File: config.mk
export PLATFORM = sky130hd
export DESIGN_NAME = x11_stream_framer
export DESIGN_NICKNAME = d
export VERILOG_FILES = /design/src/design/x11sf_pkg.sv /design/src/design/x11_stream_framer.sv /design/src/design/x11sf_core.sv
export SDC_FILE = /design/constraint.sdc
export NUM_CORES = 1
export LEC_CHECK = 0
export BUFFER_PORTS_ARGS = -buffer_cell sky130_fd_sc_hd__buf_2
export CELL_PAD_IN_SITES_DETAIL_PLACEMENT = 1
export CELL_PAD_IN_SITES_GLOBAL_PLACEMENT = 1
export CORE_MARGIN = 10
export CORE_UTILIZATION = 49
export DETAILED_ROUTE_END_ITERATION = 10
export GPL_ROUTABILITY_DRIVEN = 0
export HOLD_SLACK_MARGIN = 0.03
export PLACE_DENSITY = 0.86
export SYNTH_ARGS = -nofsm -noshare
export SYNTH_HDL_FRONTEND = slang
export SYNTH_SLANG_ARGS = --single-unit
File: constraint.sdc
create_clock -name clk_i -period 6.4 [get_ports clk_i]
set_input_delay 0.64 -clock clk_i [delete_from_list [all_inputs] [get_ports clk_i]]
set_output_delay 0.64 -clock clk_i [all_outputs]
set_load 0.02 [all_outputs]
File: src/design/x11sf_pkg.sv
// ----------------------------------------------------------------------------
// x11sf_pkg: shared types and constants for the X11 stream framer
// Holds the beat payload structs, packet kind codes, phase codes and the
// small byte-order and padding helpers.
// ----------------------------------------------------------------------------
package x11sf_pkg;

  // Counter widths for each direction
  localparam int unsigned CliCntW = 18;
  localparam int unsigned SrvCntW = 34;

  // Packet kinds reported on every output beat
  typedef enum logic [2:0] {
    KIND_SETUP_MSG   = 3'd0,
    KIND_REQUEST     = 3'd1,
    KIND_SETUP_REPLY = 3'd2,
    KIND_ERROR       = 3'd3,
    KIND_REPLY       = 3'd4,
    KIND_EVENT       = 3'd5
  } pkt_kind_e;

  typedef enum logic {
    CLI_SETUP   = 1'b0,
    CLI_REQUEST = 1'b1
  } cli_phase_e;

  typedef enum logic [1:0] {
    SRV_SETUP   = 2'd0,
    SRV_PACKETS = 2'd1
  } srv_phase_e;

  // Fixed protocol values
  localparam logic [7:0]         ASCII_LOWER_L  = 8'h6C;
  localparam logic [7:0]         SRV_CODE_ERROR = 8'd0;
  localparam logic [7:0]         SRV_CODE_REPLY = 8'd1;
  localparam logic [CliCntW-1:0] CLI_SETUP_HDR  = CliCntW'(12);
  localparam logic [CliCntW-1:0] CLI_REQ_HDR    = CliCntW'(4);
  localparam logic [SrvCntW-1:0] SRV_SETUP_HDR  = SrvCntW'(8);
  localparam logic [SrvCntW-1:0] SRV_PKT_BYTES  = SrvCntW'(32);
  localparam logic [SrvCntW-1:0] SRV_CNT_MAX    = {SrvCntW{1'b1}};

  typedef struct packed {
    logic       from_server;
    logic [7:0] data_byte;
  } in_beat_t;

  typedef struct packed {
    logic              direction;
    logic [7:0]        byte_out;
    pkt_kind_e         packet_kind;
    logic [SrvCntW-1:0] byte_offset;
    logic              last_byte;
    logic              bad_length;
    logic              little_endian;
  } out_beat_t;

  // Assemble a 16-bit word from two bytes in arrival order
  function automatic logic [15:0] order16(input logic [7:0] first,
                                          input logic [7:0] second,
                                          input logic       le);
    order16 = le ? {second, first} : {first, second};
  endfunction

  // Round a 16-bit byte count up to a multiple of four
  function automatic logic [CliCntW-1:0] pad4(input logic [15:0] n);
    logic [CliCntW-1:0] sum;
    sum  = CliCntW'(n) + CliCntW'(3);
    pad4 = {sum[CliCntW-1:2], 2'b00};
  endfunction

endpackage

File: src/design/x11_stream_framer.sv
// ----------------------------------------------------------------------------
// x11_stream_framer: byte-serial framer for both directions of an X11 link
// Tags each byte with its packet kind and offset, flags the last byte of
// each packet and a zero request length, and tracks the byte order.
// ----------------------------------------------------------------------------
//  channel | signals                            | beat
//  --------+------------------------------------+------------------------------
//  in      | in_valid_i, in_ready_o, in_data_i  | direction and one stream byte
//  out     | out_valid_o, out_ready_i, out_data_o | the byte with its tags
//
//  One byte per cycle sustained while the output keeps taking beats; each byte
//  passes through the input stage and then the result register.
//  Framing state moves only as a byte passes from the input stage into the
//  result register, so stalls on the output hold everything in place.
//  Reset puts both directions at the start of their setup phase, big-endian.
// ----------------------------------------------------------------------------
module x11_stream_framer #(
  parameter int unsigned REPLY_LEN_BITS = 32
) (
  input  logic                 clk_i,
  input  logic                 rst_ni,
  input  logic                 in_valid_i,
  output logic                 in_ready_o,
  input  x11sf_pkg::in_beat_t  in_data_i,
  output logic                 out_valid_o,
  input  logic                 out_ready_i,
  output x11sf_pkg::out_beat_t out_data_o
);
  import x11sf_pkg::*;

  logic      stg_valid_q;
  in_beat_t  stg_data_q;
  logic      res_valid_q;
  out_beat_t res_data_q;
  out_beat_t res_data_d;
  logic      stg_advance;

  // Move the staged beat on when the result register is free or draining
  assign stg_advance = stg_valid_q && (!res_valid_q || out_ready_i);
  assign in_ready_o  = !stg_valid_q || stg_advance;

  // Hold the accepted beat in the input stage
  always_ff @(posedge clk_i or negedge rst_ni) begin
    if (!rst_ni) begin
      stg_valid_q <= 1'b0;
    end else if (in_ready_o) begin
      stg_valid_q <= in_valid_i;
    end
  end

  always_ff @(posedge clk_i) begin
    if (in_ready_o && in_valid_i) begin
      stg_data_q <= in_data_i;
    end
  end

  x11sf_core #(
    .REPLY_LEN_BITS(REPLY_LEN_BITS)
  ) u_core (
    .clk_i    (clk_i),
    .rst_ni   (rst_ni),
    .advance_i(stg_advance),
    .beat_i   (stg_data_q),
    .result_o (res_data_d)
  );

  // Load the result register; drop valid once the beat is taken
  always_ff @(posedge clk_i or negedge rst_ni) begin
    if (!rst_ni) begin
      res_valid_q <= 1'b0;
    end else if (stg_advance) begin
      res_valid_q <= 1'b1;
    end else if (out_ready_i) begin
      res_valid_q <= 1'b0;
    end
  end

  always_ff @(posedge clk_i) begin
    if (stg_advance) begin
      res_data_q <= res_data_d;
    end
  end

  assign out_valid_o = res_valid_q;
  assign out_data_o  = res_data_q;

endmodule

File: src/design/x11sf_core.sv
// ----------------------------------------------------------------------------
// x11sf_core: framing state and per-byte tagging
// Holds the per-direction counters, totals and header captures, and works
// out the tags of the staged byte; state advances when the byte moves on.
// ----------------------------------------------------------------------------
module x11sf_core #(
  parameter int unsigned REPLY_LEN_BITS = 32
) (
  input  logic                 clk_i,
  input  logic                 rst_ni,
  input  logic                 advance_i,
  input  x11sf_pkg::in_beat_t  beat_i,
  output x11sf_pkg::out_beat_t result_o
);
  import x11sf_pkg::*;

  localparam logic [32:0] LenMaskW = (33'd1 << REPLY_LEN_BITS) - 33'd1;
  localparam logic [31:0] LenMask  = LenMaskW[31:0];

  cli_phase_e         cli_phase_q, cli_phase_d;
  logic [CliCntW-1:0] cli_count_q, cli_count_d;
  logic [CliCntW-1:0] cli_total_q, cli_total_d;
  logic [7:0]         cli_len_lo_q, cli_len_lo_d;
  logic [15:0]        cli_name_len_q, cli_name_len_d;
  srv_phase_e         srv_phase_q, srv_phase_d;
  logic [SrvCntW-1:0] srv_count_q, srv_count_d;
  logic [SrvCntW-1:0] srv_total_q, srv_total_d;
  pkt_kind_e          srv_kind_q, srv_kind_d;
  logic [31:0]        srv_len_acc_q, srv_len_acc_d;
  logic               endian_q, endian_d;

  // Work out next state and tags for the staged byte
  always_comb begin
    logic [7:0]         b;
    logic [15:0]        len16;
    logic [CliCntW-1:0] cli_tot;
    logic [SrvCntW-1:0] srv_tot;
    logic [31:0]        acc_now;
    logic [31:0]        len32;
    logic [34:0]        reply_tot;
    pkt_kind_e          kind;
    logic               last;
    logic               bad;

    cli_phase_d    = cli_phase_q;
    cli_count_d    = cli_count_q;
    cli_total_d    = cli_total_q;
    cli_len_lo_d   = cli_len_lo_q;
    cli_name_len_d = cli_name_len_q;
    srv_phase_d    = srv_phase_q;
    srv_count_d    = srv_count_q;
    srv_total_d    = srv_total_q;
    srv_kind_d     = srv_kind_q;
    srv_len_acc_d  = srv_len_acc_q;
    endian_d       = endian_q;

    b         = beat_i.data_byte;
    len16     = order16(cli_len_lo_q, b, endian_q);
    cli_tot   = cli_total_q;
    srv_tot   = srv_total_q;
    acc_now   = '0;
    len32     = '0;
    reply_tot = '0;
    kind      = KIND_SETUP_MSG;
    last      = 1'b0;
    bad       = 1'b0;

    if (!beat_i.from_server) begin
      // Client to server
      if (cli_phase_q == CLI_SETUP) begin
        kind = KIND_SETUP_MSG;
        if (cli_count_q == CliCntW'(0)) begin
          endian_d = (b == ASCII_LOWER_L);
        end
        if (cli_count_q == CliCntW'(6) || cli_count_q == CliCntW'(8)) begin
          cli_len_lo_d = b;
        end
        if (cli_count_q == CliCntW'(7)) begin
          cli_name_len_d = len16;
        end
        if (cli_count_q == CliCntW'(9)) begin
          cli_tot = CLI_SETUP_HDR + pad4(cli_name_len_q) + pad4(len16);
        end
      end else begin
        kind = KIND_REQUEST;
        if (cli_count_q == CliCntW'(2)) begin
          cli_len_lo_d = b;
        end
        if (cli_count_q == CliCntW'(3)) begin
          if (len16 == 16'd0) begin
            bad     = 1'b1;
            cli_tot = CLI_REQ_HDR;
          end else begin
            cli_tot = {len16, 2'b00};
          end
        end
      end
      last = ({1'b0, cli_count_q} + (CliCntW+1)'(1)) >= {1'b0, cli_tot};
      if (last) begin
        cli_count_d = '0;
        cli_phase_d = CLI_REQUEST;
        cli_total_d = CLI_REQ_HDR;
      end else begin
        cli_count_d = cli_count_q + CliCntW'(1);
        cli_total_d = cli_tot;
      end
    end else begin
      // Server to client
      if (srv_phase_q == SRV_SETUP) begin
        kind = KIND_SETUP_REPLY;
        if (srv_count_q == SrvCntW'(6)) begin
          srv_len_acc_d = {24'd0, b};
        end
        if (srv_count_q == SrvCntW'(7)) begin
          srv_tot = SRV_SETUP_HDR
                  + SrvCntW'({order16(srv_len_acc_q[7:0], b, endian_q), 2'b00});
        end
      end else begin
        kind = srv_kind_q;
        if (srv_count_q == SrvCntW'(0)) begin
          if (b == SRV_CODE_ERROR) begin
            kind = KIND_ERROR;
          end else if (b == SRV_CODE_REPLY) begin
            kind = KIND_REPLY;
          end else begin
            kind = KIND_EVENT;
          end
          srv_kind_d = kind;
          srv_tot    = SRV_PKT_BYTES;
        end
        // Gather the reply length from bytes four to seven
        if (kind == KIND_REPLY && srv_count_q >= SrvCntW'(4) &&
            srv_count_q <= SrvCntW'(7)) begin
          acc_now = (srv_count_q == SrvCntW'(4)) ? {24'd0, b}
                                                 : {srv_len_acc_q[23:0], b};
          srv_len_acc_d = acc_now;
          if (srv_count_q == SrvCntW'(7)) begin
            len32 = endian_q ? {acc_now[7:0], acc_now[15:8], acc_now[23:16],
                                acc_now[31:24]}
                             : acc_now;
            len32     = len32 & LenMask;
            reply_tot = 35'd32 + {1'b0, len32, 2'b00};
            srv_tot   = reply_tot[34] ? SRV_CNT_MAX : reply_tot[SrvCntW-1:0];
          end
        end
      end
      last = ({1'b0, srv_count_q} + (SrvCntW+1)'(1)) >= {1'b0, srv_tot};
      if (last) begin
        srv_count_d = '0;
        srv_phase_d = SRV_PACKETS;
        srv_total_d = SRV_PKT_BYTES;
      end else begin
        srv_count_d = srv_count_q + SrvCntW'(1);
        srv_total_d = srv_tot;
      end
    end

    result_o.direction     = beat_i.from_server;
    result_o.byte_out      = b;
    result_o.packet_kind   = kind;
    result_o.byte_offset   = beat_i.from_server ? srv_count_q
                                                : SrvCntW'(cli_count_q);
    result_o.last_byte     = last;
    result_o.bad_length    = bad;
    result_o.little_endian = endian_d;
  end

  // Advance framing state as the byte moves on
  always_ff @(posedge clk_i or negedge rst_ni) begin
    if (!rst_ni) begin
      cli_phase_q    <= CLI_SETUP;
      cli_count_q    <= '0;
      cli_total_q    <= CLI_SETUP_HDR;
      cli_len_lo_q   <= '0;
      cli_name_len_q <= '0;
      srv_phase_q    <= SRV_SETUP;
      srv_count_q    <= '0;
      srv_total_q    <= SRV_SETUP_HDR;
      srv_kind_q     <= KIND_SETUP_REPLY;
      srv_len_acc_q  <= '0;
      endian_q       <= 1'b0;
    end else if (advance_i) begin
      cli_phase_q    <= cli_phase_d;
      cli_count_q    <= cli_count_d;
      cli_total_q    <= cli_total_d;
      cli_len_lo_q   <= cli_len_lo_d;
      cli_name_len_q <= cli_name_len_d;
      srv_phase_q    <= srv_phase_d;
      srv_count_q    <= srv_count_d;
      srv_total_q    <= srv_total_d;
      srv_kind_q     <= srv_kind_d;
      srv_len_acc_q  <= srv_len_acc_d;
      endian_q       <= endian_d;
    end
  end

endmodule

==> summary.txt <==
Setup path
  – Worst setup path class: reg -> reg
  – Type of origin of the critical path: register
  – Crit path max fanout: 22
  – WP data arrival: 6.57 ns
  – CP Data Required Time: 6.83 ns
  – Reg2reg start: u_core.srv_count_q[15]
  – Critical Path Start: u_core.srv_count_q[15]
  – Crit. End Element: register

Route
  – Drt first pass iters: 6
  – Avg WL per Cell: 24.97 um
  – Number of DRC markers in iteration 0: approximately 1,400
  – DRC violations left: 0
  – Final WL: between 50,000 and 60,000 um
  – DR vias: roughly 15,000
  – Vias per std cell: 6.551
  – ANT nets after route: 0

Synth
  – Post-synthesis cell area: 15,730 um^2
  – Synth async-reset ratio: 73.39%
  – Post-synthesis register bit count: 218
  – Mean post-synth cell area: between 8 and 9 um^2
  – Mapped Cells: 1,794
  – Netlist cell types: 90
  – EDFF count, synth: 58
  – Top FF cell, synth: dfrtp_1
  – YS warnings: 0
  – Syn_nets: 1,898
  – Seq/Total Area, Yosys: around 37%

Finish
  – Diode count: 0
  – Post-route insts no fill: 2,270
  – Nets: 1,950
  – Most frequent cells in the layout: 274 x nand2_1, 155 x dfrtp_1, 135 x o21ai_0
  – Commonest non-fill, non-tap cell in the layout: nand2_1
  – FF/Latch Area: 5754 um^2
  – Area grow syn2layout: 12.23%
  – Share of cells above drive strength 1: 14.56%
  – Area of the multi-input gates: 9420 um^2
  – Fill count: approximately 3,700

STA
  – Slew Limit Fails: 0
  – Layout Skew: 0.01957 ns
  – Count of final hold-check violations: 0
  – Fin crit period: 6.142 ns
  – Final setup fails: 0
  – Least-Margin Pin Slew: 1.217 ns
  – TNS Setup: 0 ns
  – Max-slew headroom: 18.88%
  – Max frequency: 0.1628 GHz
  – RSZ-0062 raised after global routing: no
  – Share of the clock period used by the worst path: 95.97%

GRT
  – Vias in the first global route: between 15,000 and 20,000
  – Maximum number of pins on one net before global-route repair: 99
  – GRT Overall Usage: 28.09%
  – Gr ovfl total: 0
  – Initial antenna violation count: 1
  – First-pass GRT wire length: around 88,000 um

CTS
  – CTS tree: done
  – CTS max path bufs: 3
  – Clock latency on the worst-skew pair: 0.55 ns
  – Hold buffer count at CTS: 0
  – Clock buffer count from CTS: 28
  – H-tree depth: 1
  – # clock sinks: 218
  – Clock transition at path regs: around 0.06 ns
  – Clk Tree Root Cell: clkbuf_16

Floorplanning
  – I/O pin total: 64
  – Site row count: 65
  – Die width: 199.2 um
  – Area of the die: approximately 40,000 um^2
  – Initial Utilization: 49.72%
  – Core outline area: 31,640 um^2
  – Die Height: around 200 um

Status
  – Status: finished, final reports clean

Pwr
  – Sw Ratio: 38.81%
  – Worst vdd ir: 0.2336 mV
  – Leakage power: around 7.4 nW
  – Net switching power: between 2 and 2.5 mW
  – Clock Power Share: between 30% and 40%
  – Pwr dens: 312.9 nW/um^2
  – Reg power frac: 31.6%
  – Combinational power share: 37.5%
  – Total internal power: 3.380 mW

Hold path
  – HP Class: in -> async

Placed design
  – IO Port Bufs: 63
  – Inst Count DP: about 2,200
  – Post-DP HPWL: between 40,000 and 50,000 um

Flow run
  – Max_cap viols: 0
[power by group through the flow]
stage          sequential [mW]  combinational (mW)  clock [mW]
3_3_place_gp              1.75                1.90           0
6_report                  1.74                2.07        1.71
5_1_grt                   1.76                2.24        1.79
2_1_floorplan             1.72                1.32           0
3_5_place_dp              1.77                1.98           0
4_1_cts                   1.75                2.02        1.74
[logic make-up (layout without fill, tap and decap cells)]
group           after synthesis  count (layout)  synth area share, %
simple gates                683             683                21.74
compound gates              483             483                19.87
fa+ha+maj                    91              91                7.287
buf+inv                     140             214                3.763
flops                       218             218                36.56
mux                          63              63                4.319
xor+xnor                    116             116                6.459
[cell type report]
class                           count  area share [%]
Clock buffer                       36           4.380
Clock inverter                     16           1.219
Inverter                           24          0.5103
Multi-Input combinational cell   1436           53.36
Sequential cell                   218           32.60
Tap cell                          402           2.849
Timing Repair Buffer              138           5.082
[sequential cells by signal (all words and copies together) (netlist names)]
| register | count |
|---|---|
| out_data_o | 49 |
| u_core.srv_count_q | 34 |
| u_core.srv_total_q | 34 |
| u_core.srv_len_acc_q | 24 |
| u_core.cli_count_q | 18 |
| u_core.cli_total_q | 18 |
| u_core.cli_name_len_q | 16 |
| stg_data_q | 9 |
| u_core.cli_len_lo_q | 8 |
| u_core.srv_kind_q | 3 |
| out_valid_o | 1 |
| stg_valid_q | 1 |
| u_core.cli_phase_q | 1 |
| u_core.endian_q | 1 |
| u_core.srv_phase_q | 1 |
[cell usage after synthesis (5+ instances only)]
library cell / instances / share of area, %
a211oi_1: 9 / 0.43
a21boi_0: 5 / 0.24
a21o_1: 35 / 1.7
a21oi_1: 114 / 3.6
a221oi_1: 7 / 0.39
a22o_1: 30 / 1.7
a22oi_1: 10 / 0.48
a31oi_1: 12 / 0.48
a32o_1: 7 / 0.45
and2_1: 27 / 1.1
and3_1: 19 / 0.76
and4_1: 13 / 0.72
buf_1: 5 / 0.12
buf_2: 26 / 0.83
buf_4: 5 / 0.24
clkbuf_1: 78 / 1.9
dfrtp_1: 156 / 25
edfxtp_1: 58 / 11
ha_1: 90 / 7.2
inv_1: 23 / 0.55
mux2_2: 38 / 2.7
mux2i_1: 24 / 1.5
nand2_1: 276 / 6.6
nand2b_1: 12 / 0.48
nand3_1: 69 / 2.2
nand3b_1: 16 / 0.76
nand4_1: 26 / 1.0
nor2_1: 102 / 2.4
nor2b_1: 25 / 0.99
nor3_1: 31 / 0.99
nor4_1: 24 / 0.95
o211ai_1: 25 / 1.2
o21a_1: 7 / 0.33
o21ai_0: 135 / 4.3
o21ai_1: 21 / 0.67
o22ai_1: 6 / 0.24
o2bb2ai_1: 6 / 0.33
o31ai_1: 17 / 0.81
or2_2: 5 / 0.20
xnor2_1: 64 / 3.6
xor2_1: 52 / 2.9
[per-stage QoR]
stage | area (um^2) | utilization, % | power, mW | hold WS (ns) | setup WS (ns)
2_1_floorplan | 15730 | - | 3.046 | 0.3444 | 0.8005
3_3_place_gp | 16640 | 52.59 | 3.648 | 0.4726 | 0.5058
3_5_place_dp | 16640 | 52.59 | 3.746 | 0.4885 | 0.2115
4_1_cts | 17630 | 55.71 | 5.502 | 0.2433 | 0.1616
5_1_grt | 17650 | 55.80 | 5.793 | 0.2504 | 0.01997
6_report | 17650 | 55.80 | 5.524 | 0.2479 | 0.2579
[critical path, cell delays in order (launching register included)]
cell      delay [ns]
dfrtp_1         0.46
nor4_1          0.55
nand4_2         0.20
buf_4           0.25
nor3_2          0.22
nor2_1          0.15
a22o_1          0.24
ha_1            0.26
o21ai_0         0.31
or3_1           0.28
a21oi_1         0.07
xnor2_1         0.15
a21o_1          0.19
a21oi_1         0.31
ha_1            0.32
and4_1          0.22
and4_1          0.20
a221oi_1        0.25
o211a_1         0.19
a21oi_1         0.08
or2_2           0.57
buf_4           0.27
o31ai_1         0.25
[timing repair]
item,4_1_cts,5_1_grt
buffers inserted,0,1
endpoints found under the setup margin,0,32
resized for setup,0,6
[layer usage]
layer	global-route usage, %	up-vias	share of wire, %
met4	14.50	2	5.4
met1	33.09	7448	39
met3	5.114	188	6.6
met5	0	-	0.019
met2	47.93	607	49
li1	-	6625	-
[final timing paths]
path	to	slack, ns	cells after the start
max	u_core.srv_total_q[4]	0.26	22
min in group clk_i	stg_data_q[2]	0.27	1
max reg2reg	u_core.srv_total_q[4]	0.26	22
max in group asynchronous	u_core.cli_count_q[13]	4.69	2
min reg2reg	u_core.cli_total_q[0]	0.50	1
min	u_core.srv_total_q[21]	0.25	1
No activity file was read; power rests on OpenSTA's default activity.
